File: src/rtl/pre_pkg.sv
// Package for the printable run extractor: sizes, constants, register
// indexes, state codes and the request structs of both channels.
// No dependencies.
package pre_pkg;

  localparam int MAX_HOLD  = 16;
  localparam int LEN_W     = $clog2(MAX_HOLD + 1);
  localparam int IDX_W     = $clog2(MAX_HOLD);
  localparam int MINLEN_W  = 5;
  localparam int CMP_W     = (LEN_W > MINLEN_W) ? LEN_W : MINLEN_W;
  localparam int OFFS_W    = 32;
  localparam int ADDR_W    = 3;
  localparam int DATA_W    = 32;

  localparam logic [MINLEN_W-1:0] MIN_LENGTH_RESET = MINLEN_W'(4);
  localparam logic [7:0]          PRINT_LO         = 8'h20;
  localparam logic [7:0]          PRINT_HI         = 8'h7E;

  typedef enum logic [0:0] {
    REG_MIN_LENGTH    = 1'b0,
    REG_OFFSET_ENABLE = 1'b1
  } reg_idx_t;

  typedef enum logic [1:0] {
    ST_IDLE,
    ST_FLUSH_RD,
    ST_FLUSH_WR,
    ST_MARK
  } state_t;

  typedef struct packed {
    logic [7:0] data_byte;
    logic       end_of_stream;
  } src_t;

  typedef struct packed {
    logic [7:0]        out_byte;
    logic              is_end_marker;
    logic              first_of_run;
    logic [OFFS_W-1:0] run_offset;
    logic              last;
  } res_t;

endpackage

File: src/rtl/printable_run_extractor.sv
// Printable run extractor: filters a byte stream down to printable runs of at
// least min_length bytes (1 if zero, MAX_HOLD at most), with end markers and
// optional start offsets. Depends on pre_pkg.
//
//   channel  signals                          direction  carries
//   src      src_valid/src_ready/src_data     in         raw byte, end of stream
//   res      res_valid/res_ready/res_data     out        run byte or end marker
//   cfg      psel/penable/pwrite/paddr/...    in/out     min_length, offset_enable
//
// A byte that qualifies a run of k held bytes starts a flush: the hold memory
// is read one byte at a time, each read (ST_FLUSH_RD) followed by its write-out
// (ST_FLUSH_WR), then an end marker (ST_MARK) is added if the stream ended.
// rst is synchronous; the hold memory needs no clearing after reset.
// A stalled result holds src_ready low until it is taken.
module printable_run_extractor (
  input  logic                        clk,
  input  logic                        rst,
  input  logic                        src_valid,
  output logic                        src_ready,
  input  pre_pkg::src_t               src_data,
  output logic                        res_valid,
  input  logic                        res_ready,
  output pre_pkg::res_t               res_data,
  input  logic                        psel,
  input  logic                        penable,
  input  logic                        pwrite,
  input  logic [pre_pkg::ADDR_W-1:0]  paddr,
  input  logic [pre_pkg::DATA_W-1:0]  pwdata,
  output logic [pre_pkg::DATA_W-1:0]  prdata,
  output logic                        pready
);

  pre_pkg::state_t                    state, state_next;
  logic                               res_valid_next;
  pre_pkg::res_t                      res_data_next;
  logic                               in_run, in_run_next;
  logic                               run_qualified, run_qualified_next;
  logic [pre_pkg::LEN_W-1:0]          run_length, run_length_next;
  logic [pre_pkg::OFFS_W-1:0]         byte_offset, byte_offset_next;
  logic [pre_pkg::OFFS_W-1:0]         run_start, run_start_next;
  logic                               eos_pend, eos_pend_next;
  logic [pre_pkg::LEN_W-1:0]          rd_cnt, rd_cnt_next;
  logic [pre_pkg::LEN_W-1:0]          flush_len, flush_len_next;
  logic [pre_pkg::MINLEN_W-1:0]       min_length;
  logic                               offset_enable;

  logic [7:0]                         hold_mem [pre_pkg::MAX_HOLD];
  logic                               mem_we, mem_re;
  logic [pre_pkg::IDX_W-1:0]          mem_waddr, mem_raddr;
  logic [7:0]                         mem_wdata, mem_rdata;

  logic                               res_free, src_fire, printable, cfg_write;
  logic [pre_pkg::CMP_W-1:0]          min_ext;
  logic [pre_pkg::LEN_W-1:0]          eff_min, cur_len, new_len;
  logic                               cur_qual, flush_done;

  assign pready    = 1'b1;
  assign cfg_write = psel && penable && pwrite;

  always_ff @(posedge clk) begin
    if (rst) begin
      min_length    <= pre_pkg::MIN_LENGTH_RESET;
      offset_enable <= 1'b0;
    end else if (cfg_write) begin
      case (paddr[2])
        pre_pkg::REG_MIN_LENGTH:    min_length    <= pwdata[pre_pkg::MINLEN_W-1:0];
        pre_pkg::REG_OFFSET_ENABLE: offset_enable <= pwdata[0];
        default: ;
      endcase
    end
  end

  always_comb begin
    case (paddr[2])
      pre_pkg::REG_MIN_LENGTH:    prdata = pre_pkg::DATA_W'(min_length);
      pre_pkg::REG_OFFSET_ENABLE: prdata = pre_pkg::DATA_W'(offset_enable);
      default:                    prdata = '0;
    endcase
  end

  always_ff @(posedge clk) begin
    if (mem_we) begin
      hold_mem[mem_waddr] <= mem_wdata;
    end
    if (mem_re) begin
      mem_rdata <= hold_mem[mem_raddr];
    end
  end

  always_comb begin
    min_ext = pre_pkg::CMP_W'(min_length);
    if (min_ext == '0) begin
      eff_min = pre_pkg::LEN_W'(1);
    end else if (min_ext > pre_pkg::CMP_W'(pre_pkg::MAX_HOLD)) begin
      eff_min = pre_pkg::LEN_W'(pre_pkg::MAX_HOLD);
    end else begin
      eff_min = pre_pkg::LEN_W'(min_ext);
    end
  end

  assign res_free  = !res_valid || res_ready;
  assign src_ready = (state == pre_pkg::ST_IDLE) && res_free;
  assign src_fire  = src_valid && src_ready;
  assign printable = (src_data.data_byte >= pre_pkg::PRINT_LO) &&
                     (src_data.data_byte <= pre_pkg::PRINT_HI);
  assign cur_len   = in_run ? run_length : '0;
  assign cur_qual  = in_run && run_qualified;
  assign new_len   = cur_len + pre_pkg::LEN_W'(1);
  assign flush_done = (rd_cnt + pre_pkg::LEN_W'(1)) == flush_len;
  assign mem_raddr = rd_cnt[pre_pkg::IDX_W-1:0];
  assign mem_waddr = cur_len[pre_pkg::IDX_W-1:0];
  assign mem_wdata = src_data.data_byte;

  always_comb begin
    state_next         = state;
    res_valid_next     = res_valid && !res_ready;
    res_data_next      = res_data;
    in_run_next        = in_run;
    run_qualified_next = run_qualified;
    run_length_next    = run_length;
    byte_offset_next   = byte_offset;
    run_start_next     = run_start;
    eos_pend_next      = eos_pend;
    rd_cnt_next        = rd_cnt;
    flush_len_next     = flush_len;
    mem_we             = 1'b0;
    mem_re             = 1'b0;

    case (state)
      pre_pkg::ST_IDLE: begin
        if (src_fire) begin
          if (printable) begin
            in_run_next = 1'b1;
            if (!in_run) begin
              run_start_next = byte_offset;
            end
            if (cur_qual) begin
              res_valid_next         = 1'b1;
              res_data_next          = '0;
              res_data_next.out_byte = src_data.data_byte;
              res_data_next.last     = !src_data.end_of_stream;
              if (src_data.end_of_stream) begin
                state_next = pre_pkg::ST_MARK;
              end
            end else begin
              mem_we          = 1'b1;
              run_length_next = new_len;
              run_qualified_next = 1'b0;
              if (new_len >= eff_min) begin
                run_qualified_next = 1'b1;
                flush_len_next     = new_len;
                rd_cnt_next        = '0;
                eos_pend_next      = src_data.end_of_stream;
                state_next         = pre_pkg::ST_FLUSH_RD;
              end
            end
          end else begin
            if (cur_qual) begin
              res_valid_next              = 1'b1;
              res_data_next               = '0;
              res_data_next.is_end_marker = 1'b1;
              res_data_next.last          = 1'b1;
            end
            in_run_next        = 1'b0;
            run_qualified_next = 1'b0;
            run_length_next    = '0;
          end
          if (src_data.end_of_stream) begin
            in_run_next        = 1'b0;
            run_qualified_next = 1'b0;
            run_length_next    = '0;
            byte_offset_next   = '0;
          end else begin
            byte_offset_next = byte_offset + pre_pkg::OFFS_W'(1);
          end
        end
      end
      pre_pkg::ST_FLUSH_RD: begin
        mem_re     = 1'b1;
        state_next = pre_pkg::ST_FLUSH_WR;
      end
      pre_pkg::ST_FLUSH_WR: begin
        if (res_free) begin
          res_valid_next             = 1'b1;
          res_data_next              = '0;
          res_data_next.out_byte     = mem_rdata;
          res_data_next.first_of_run = (rd_cnt == '0);
          res_data_next.run_offset   = ((rd_cnt == '0) && offset_enable) ? run_start : '0;
          res_data_next.last         = flush_done && !eos_pend;
          rd_cnt_next                = rd_cnt + pre_pkg::LEN_W'(1);
          if (flush_done) begin
            state_next = eos_pend ? pre_pkg::ST_MARK : pre_pkg::ST_IDLE;
          end else begin
            state_next = pre_pkg::ST_FLUSH_RD;
          end
        end
      end
      pre_pkg::ST_MARK: begin
        if (res_free) begin
          res_valid_next              = 1'b1;
          res_data_next               = '0;
          res_data_next.is_end_marker = 1'b1;
          res_data_next.last          = 1'b1;
          state_next                  = pre_pkg::ST_IDLE;
        end
      end
      default: begin
        state_next = pre_pkg::ST_IDLE;
      end
    endcase
  end

  always_ff @(posedge clk) begin
    if (rst) begin
      state         <= pre_pkg::ST_IDLE;
      res_valid     <= 1'b0;
      in_run        <= 1'b0;
      run_qualified <= 1'b0;
      run_length    <= '0;
      byte_offset   <= '0;
      run_start     <= '0;
      eos_pend      <= 1'b0;
      rd_cnt        <= '0;
      flush_len     <= '0;
    end else begin
      state         <= state_next;
      res_valid     <= res_valid_next;
      in_run        <= in_run_next;
      run_qualified <= run_qualified_next;
      run_length    <= run_length_next;
      byte_offset   <= byte_offset_next;
      run_start     <= run_start_next;
      eos_pend      <= eos_pend_next;
      rd_cnt        <= rd_cnt_next;
      flush_len     <= flush_len_next;
    end
  end

  always_ff @(posedge clk) begin
    res_data <= res_data_next;
  end

  a_flush_read_then_write: assert property (@(posedge clk) disable iff (rst)
    state == pre_pkg::ST_FLUSH_RD |=> state == pre_pkg::ST_FLUSH_WR)
    else $error("flush read not followed by its write-out cycle");

  a_qualified_in_run: assert property (@(posedge clk) disable iff (rst)
    run_qualified |-> in_run)
    else $error("run qualified outside a run");

  a_hold_not_full: assert property (@(posedge clk) disable iff (rst)
    (in_run && !run_qualified) |-> run_length < pre_pkg::LEN_W'(pre_pkg::MAX_HOLD))
    else $error("unqualified run filled the hold memory");

  a_marker_form: assert property (@(posedge clk) disable iff (rst)
    (res_valid && res_data.is_end_marker) |->
      (res_data.out_byte == '0 && !res_data.first_of_run && res_data.last))
    else $error("malformed end marker");

  a_busy_blocks_src: assert property (@(posedge clk) disable iff (rst)
    state != pre_pkg::ST_IDLE |-> !src_ready)
    else $error("byte accepted during flush");

endmodule
File: config.mk
export PLATFORM = sky130hd
export DESIGN_NAME = printable_run_extractor
export DESIGN_NICKNAME = d
export VERILOG_FILES = /design/src/rtl/pre_pkg.sv /design/src/rtl/printable_run_extractor.sv
export SDC_FILE = /design/constraint.sdc
export NUM_CORES = 1
export LEC_CHECK = 0
export ABC_AREA = 0
export BUFFER_PORTS_ARGS = -buffer_cell sky130_fd_sc_hd__buf_2
export CORE_MARGIN = 1.5
export CORE_UTILIZATION = 53
export CTS_CLUSTER_SIZE = 40
export DETAILED_ROUTE_END_ITERATION = 16
export PLACE_DENSITY = 0.76
export SETUP_SLACK_MARGIN = 0.05
export SLEW_MARGIN = 10
export SYNTH_ARGS = -nofsm -noshare
export SYNTH_HDL_FRONTEND = slang
export SYNTH_SLANG_ARGS = --single-unit
File: constraint.sdc
create_clock -name clk -period 2.86 [get_ports clk]
set_input_delay 0.572 -clock clk [delete_from_list [all_inputs] [get_ports clk]]
set_output_delay 0.572 -clock clk [all_outputs]
set_load 0.05 [all_outputs]
Word-level counts from Yosys, hierarchy flattened
Memories as Yosys holds them, arrays and structs flattened. A register that Yosys moved wholly into a read port is not among the register bits.
Cells that the tools add are included.
{"block": "classes", "eq_ne": 14, "n_reduce_logical": 29, "mux": 49, "bitwise": 3, "n_lt_le_gt_ge": 4, "addsub": 3}
{"operator": "43-bit two-way mux", "n": 6}
{"operator": "43-bit case mux with 3 select lines", "n": 1}
{"operator": "32-bit two-way mux", "n": 2}
{"operator": "32-bit case mux with 2 select lines", "n": 1}
{"operator": "5-bit two-way mux", "n": 11}
{"operator": "32-bit by 1-bit adder with 32-bit output, second input constant", "n": 1}
{"operator": "2-bit two-way mux", "n": 9}
{"operator": "1-bit two-way mux", "n": 16}
{"operator": "2-bit inequality test, second input constant", "n": 6}
{"operator": "6-bit AND reduction", "n": 2}
{"operator": "5-bit by 1-bit adder with 5-bit output, second input constant", "n": 2}
{"operator": "5-bit logical NOT", "n": 2}
{"operator": "5-bit case mux with 2 select lines", "n": 1}
{"operator": "5-bit AND reduction", "n": 2}
{"operator": "1-bit logical AND", "n": 9}
{"operator": "8-bit by 6-bit >= comparator with 1-bit output, second input constant", "n": 1}
{"operator": "8-bit by 7-bit less-or-equal comparator with 1-bit output, second input constant", "n": 1}
{"operator": "2-bit case mux with 4 select lines", "n": 1}
{"operator": "3-bit inequality test, second input constant", "n": 2}
{"operator": "2-bit AND reduction", "n": 3}
{"operator": "5-bit == test", "n": 1}
{"operator": "5-bit >= comparator", "n": 1}
{"operator": "5-bit > comparator, second input constant", "n": 1}
{"operator": "2-bit == test, second input constant", "n": 2}
{"operator": "other kinds (13)", "n": 18}
{"block": "totals", "ramBits": 128, "regBits": 134, "output_inout_bits": 78, "input_bits": 51, "mem_count": 1}
{"name": "hold_mem", "words": 16, "word_bits": 8, "rd": 1, "rd_clocked_by_memory_dff": 1, "write_ports": 1, "line": "printable_run_extractor.sv:47", "text": "logic [7:0] hold_mem [pre_pkg::MAX_HOLD];"}

Depth between registers and ports, before layout
{"block": "logic_depth", "ltp_word": 9, "mapped_depth": 12, "ltp_nobuf": 11}

Least setup slack after synthesis
OpenSTA, ideal clock, no wires.
{"block": "synth_path", "path_kind": "register to register", "startpoint": "reg res_valid", "endpoint": "reg res_data[0] in the netlist's numbering, enable pin", "arrival_ns": 2.699, "required_time_ns": 2.417, "stages_incl_launch_ff": 4, "path_buffers": 1, "slack_ns": -0.283, "path_cell_list": "dfxtp_1 -> nor2b_1 -> clkbuf_1 -> nor2_1"}
{"block": "synth_between", "elab_chain_len": 6, "word_cells_on_any_way": 8, "cone_classes": "eq/ne: 3; reduce/logical: 5"}
{"item": "from (decl)", "line": "printable_run_extractor.sv:21", "text": "output logic res_valid,"}
{"item": "from (signal assigned)", "line": "printable_run_extractor.sv:227", "text": "res_valid <= res_valid_next;"}
{"item": "1-bit logical NOT (*)", "line": "printable_run_extractor.sv:101", "text": "assign res_free = !res_valid || res_ready;"}
{"item": "1-bit logical OR (*)", "line": "printable_run_extractor.sv:101"}
{"item": "1-bit logical AND", "line": "printable_run_extractor.sv:102", "text": "assign src_ready = (state == pre_pkg::ST_IDLE) && res_free;"}
{"item": "1-bit logical AND", "line": "printable_run_extractor.sv:103", "text": "assign src_fire = src_valid && src_ready;"}
{"item": "2-bit inequality test (no line)"}
{"item": "5-bit AND reduction (no line) (*)"}
{"item": "to (signal assigned)", "line": "printable_run_extractor.sv:240", "text": "res_data <= res_data_next;"}
{"item": "to (decl)", "line": "printable_run_extractor.sv:23", "text": "output pre_pkg::res_t res_data,"}
Every way passes the cells marked *; elsewhere a longest branch is shown, timed or not.
A chain may end at the register's enable or synchronous reset.

Final worst setup path
{"block": "layout_path", "startpoint": "reg in_run", "endpoint": "reg state[0]"}
{"block": "layout_between", "elab_chain_len": 5, "word_cells_on_any_way": 11, "cone_classes": "add/sub: 1; order compare: 1; eq/ne: 2; mux: 5; reduce/logical: 2"}
{"item": "from (decl)", "line": "printable_run_extractor.sv:36", "text": "logic in_run, in_run_next;"}
{"item": "from (signal assigned)", "line": "printable_run_extractor.sv:228", "text": "in_run <= in_run_next;"}
{"item": "5-bit two-way mux", "line": "printable_run_extractor.sv:106", "text": "assign cur_len = in_run ? run_length : '0;"}
{"item": "5-bit by 1-bit adder with 5-bit output", "line": "printable_run_extractor.sv:108", "text": "assign new_len = cur_len + pre_pkg::LEN_W'(1);"}
{"item": "named net new_len (one bit)", "line": "printable_run_extractor.sv:54", "text": "logic [pre_pkg::LEN_W-1:0] eff_min, cur_len, new_len;"}
{"item": "5-bit >= comparator", "line": "printable_run_extractor.sv:149", "text": "if (new_len >= eff_min) begin"}
{"item": "3-bit by 2-bit inequality test with 1-bit output (no line)"}
{"item": "6-bit AND reduction (no line)"}
{"item": "to (signal assigned)", "line": "printable_run_extractor.sv:215", "text": "state <= pre_pkg::ST_IDLE;"}
{"item": "to (signal assigned)", "line": "printable_run_extractor.sv:226", "text": "state <= state_next;"}
{"item": "to (decl)", "line": "printable_run_extractor.sv:33", "text": "pre_pkg::state_t state, state_next;"}
The timed path passes the listed nets, and every way through them passes these cells. The select of a mux whose other input is x is not followed.

==> out/results.tsv <==
stage	metric	value	unit
synth	YS warnings	0	
cts	maximum level of the CTS H-tree	1	
hold_path	Hold Path Class	input pin to register	
timing	Fin. Hold Viols	0	
power	Logic pwr share	5.1	%
synth	Post-synth ARST share	0	%
cts	total CTS buffers	28	
cts	buffer levels on the longest clock path	3	
synth	register area share after synthesis	63.80	%
placed_design	detailed placer's ending HPWL	14.35	mm
detailed_routing	wire length after detailed routing	22.17	mm
final_layout	share of post-route cells with drive strength above 1	22.74	%
cts	# Post-CTS Setup Buffers	0	
global_route	antenna violations before repair	0	
placed_design	GPL Wtd Cong	0.7963	
timing	Post-Route Skew	14.67	ps
setup_path	arrival time at the worst endpoint	2970	ps
status	status	complete, no violations	
power	sw frac	21.13	%
synth	Unique masters post-synth	62	
global_route	vias in the first global route	6352	
timing	final period demand of the worst path	2553	ps
timing	setup TNS after final layout	0	ps
setup_path	type of origin of the critical path	register	
timing	worst-margin pin slew	905.0	ps
timing	setup repair after global routing missed its margin	false	
timing	Max Clk Rate	0.3917	GHz
flow_run	maxcap violations	0	
global_route	total congestion overflow	0	
power	switching power	0.001769	W
setup_path	highest fanout seen on the critical path	8	
cts	clk_lat worst skew	540	ps
global_route	pin count of the biggest net entering global routing	44	
timing	crit share post-route	89.27	%
power	PD cells	643.2	nW/um^2
synth	Post-Syn Instances	850	
detailed_routing	detailed route wirelength on metal2	11.06	mm
cts	clock-pin slew on the worst setup and hold paths	60	ps
die	starting density of the core	53.83	%
placed_design	# port buffers	71	
power	Int Power	0.006603	W
detailed_routing	first-pass iteration count of the detailed router	5	
final_layout	area taken by flip-flops and latches	7198	um^2
die	Top-Level Pins	129	
detailed_routing	DRT antenna net count	0	
power	static leakage	4.586	nW
cts	clk root buf	sky130_fd_sc_hd__clkbuf_16	
final_layout	number of nets at the end of the flow	1006	
setup_path	cell count of the worst reg-to-reg path	12	
die	vertical die dimension	148.9	um
synth	flip-flop cell with the highest count after synthesis	sky130_fd_sc_hd__edfxtp_1	
power	maximum vdd ir drop	421.2	uV
die	width of the die	148.9	um
detailed_routing	total via count in the routed design	6890	
cts	clock sink count	270	
global_route	Total GRT Usage	20.18	%
synth	count of state elements after synthesis	270	
timing	final number of setup-violating endpoints	0	
power	Flop pwr share	50.1	%
die	number of standard-cell rows in the floorplan	53	
detailed_routing	Starting DRT DRC Count	405	
setup_path	WP data required	3280	ps
final_layout	Layout area overhead	15.37	%
final_layout	total area of multi-input combinational cells	3739	um^2
detailed_routing	mean number of vias per cell	5.565	
final_layout	number of diodes	0	
die	area of the die	22170	um^2
power	power share of the clock group	44.8	%
detailed_routing	highest routed metal layer	met4	
setup_path	critical path class	register to register	
synth	number of synthesized flops with an enable pin	179	
die	core area	20960	um^2
detailed_routing	wire length on met1	9.260	mm
synth	Mapped Avg Cell Area	13.27	um^2
detailed_routing	Met3 Routed Length	1.446	mm
timing	headroom to the max-slew limit	39.59	%
timing	max-slew violation count	0	
power	Overall Power	0.008372	W
detailed_routing	remaining design rule violation count	0	
synth	post-synth design cell area	11280	um^2
global_route	global-route wire length before repair	34.84	mm
hold_path	Cells on Worst Hold Path	3	
setup_path	Critical Path Sink Type	register	
cts	clock tree from TritonCTS	done	
detailed_routing	DR WL/cell	17.91	um
final_layout	layout filler cell count	1554	
## critical path: stages (launching register included)
cell	delay, ps
sky130_fd_sc_hd__dfxtp_1	350
sky130_fd_sc_hd__nand2_1	120
sky130_fd_sc_hd__inv_2	120
sky130_fd_sc_hd__ha_2	240
sky130_fd_sc_hd__nand3_1	120
sky130_fd_sc_hd__xnor2_1	160
sky130_fd_sc_hd__and2_1	190
sky130_fd_sc_hd__ha_1	310
sky130_fd_sc_hd__a21o_1	200
sky130_fd_sc_hd__a31oi_1	130
sky130_fd_sc_hd__buf_4	170
sky130_fd_sc_hd__a21oi_1	70
sky130_fd_sc_hd__o221a_2	250
## layout make-up
| class | instances | area share [%] |
|---|---|---|
| Clock buffer | 34 | 6.037 |
| Clock inverter | 16 | 1.432 |
| Tap cell | 275 | 2.644 |
| Inverter | 13 | 0.3749 |
| Sequential cell | 270 | 55.31 |
| Multi-Input combinational cell | 518 | 28.73 |
| Timing Repair Buffer | 112 | 5.480 |
## cell families after synthesis
group	Yosys count	share of synthesized area [%]
simple gates	299	13.78
flops	270	63.80
compound gates	92	5.146
buf+inv	88	4.159
mux	47	8.618
xor+xnor	40	3.106
fa+ha+maj	12	1.331
other cells	2	0.06657
## placed cells by master, fill, tap and decap left out, drive strengths merged, types with 3 or more instances in the layout
| cell type | instances |
|---|---|
| edfxtp | 179 |
| buf | 112 |
| dfxtp | 91 |
| nand2 | 89 |
| nor2 | 58 |
| a21oi | 46 |
| mux4 | 40 |
| and3 | 38 |
| xnor2 | 35 |
| clkbuf | 34 |
| conb | 28 |
| nor3 | 24 |
| nand3 | 22 |
| and2 | 15 |
| inv | 14 |
| ha | 12 |
| nor4 | 12 |
| nor2b | 10 |
| nand4 | 10 |
| clkinv | 9 |
| o21ai | 8 |
| a22o | 7 |
| a22oi | 7 |
| mux2i | 6 |
| xor2 | 5 |
| and4 | 5 |
| bufinv | 4 |
| nand3b | 3 |
| o21a | 3 |
| a31oi | 3 |
## state kept, by name (all words and copies together), names as in the netlist
register,cells
flush_len,5
min_ext,5
run_length,5
in_run,1
state,2
hold_mem,128
rd_cnt,5
byte_offset,32
run_start,32
offset_enable,1
run_qualified,1
eos_pend,1
res_valid,1
mem_rdata,8
res_data,43
## routing by layer
layer  vias to the layer above  GRT usage [%]
met5                         -              0
met4                         0          5.446
met3                        42          3.609
met2                       243          34.21
met1                      3328          26.89
li1                       3277              -
## cell usage after synthesis (10+ instances only)
cell / number / area share [%]
sky130_fd_sc_hd__a21oi_1: 46 / 2.0
sky130_fd_sc_hd__and2_1: 15 / 0.83
sky130_fd_sc_hd__and3_1: 38 / 2.1
sky130_fd_sc_hd__buf_2: 12 / 0.53
sky130_fd_sc_hd__buf_4: 28 / 1.9
sky130_fd_sc_hd__clkbuf_1: 29 / 0.96
sky130_fd_sc_hd__dfxtp_1: 91 / 16
sky130_fd_sc_hd__edfxtp_1: 179 / 48
sky130_fd_sc_hd__ha_1: 12 / 1.3
sky130_fd_sc_hd__inv_1: 13 / 0.43
sky130_fd_sc_hd__mux4_2: 40 / 8.0
sky130_fd_sc_hd__nand2_1: 89 / 3.0
sky130_fd_sc_hd__nand3_1: 21 / 0.93
sky130_fd_sc_hd__nor2_1: 57 / 1.9
sky130_fd_sc_hd__nor2b_1: 10 / 0.55
sky130_fd_sc_hd__nor3_1: 23 / 1.0
sky130_fd_sc_hd__xnor2_1: 35 / 2.7
## power groups by stage
stage | clock network [W] | logic, W | registers (W)
after floorplan | 0 | 0.000294 | 0.00430
after global placement | 0 | 0.000417 | 0.00428
after detailed placement | 0 | 0.000426 | 0.00428
after CTS | 0.00380 | 0.000429 | 0.00419
after global routing | 0.00396 | 0.000457 | 0.00420
final | 0.00375 | 0.000428 | 0.00419
## metrics by stage
stage	util (%)	worst slack, ps	hold slack, ps	area (um^2)	std cells
4_1_cts	62.10	216.4	264.4	13010	1238
2_1_floorplan	-	93.24	431.9	11390	876
3_3_place_gp	57.46	321.6	437.2	12040	1188
6_report	62.11	306.8	279.2	13020	1238
3_5_place_dp	57.46	215.1	443.1	12040	1188
5_1_grt	62.11	92.05	271.2	13020	1238
## path summary, 6_finish.rpt
path	startpoint	endpoint	slack [ps]
setup / recovery	in_run$_SDFFE_PP0P_	state[0]$_SDFFE_PP0P_	310
hold / removal	pwdata[1]	min_ext[1]$_SDFFE_PP0P_	280
setup reg to reg	in_run$_SDFFE_PP0P_	state[0]$_SDFFE_PP0P_	310
hold reg to reg	run_start[24]$_SDFFE_PP0P_	run_start[24]$_SDFFE_PP0P_	450
## repair_timing
item,in CTS,in global routing
setup endpoints to repair,0,4
gates resized for setup,0,2
hold buffers,0,0
endpoints found under the hold margin,0,0
No activity file was read; power rests on OpenSTA's default activity.
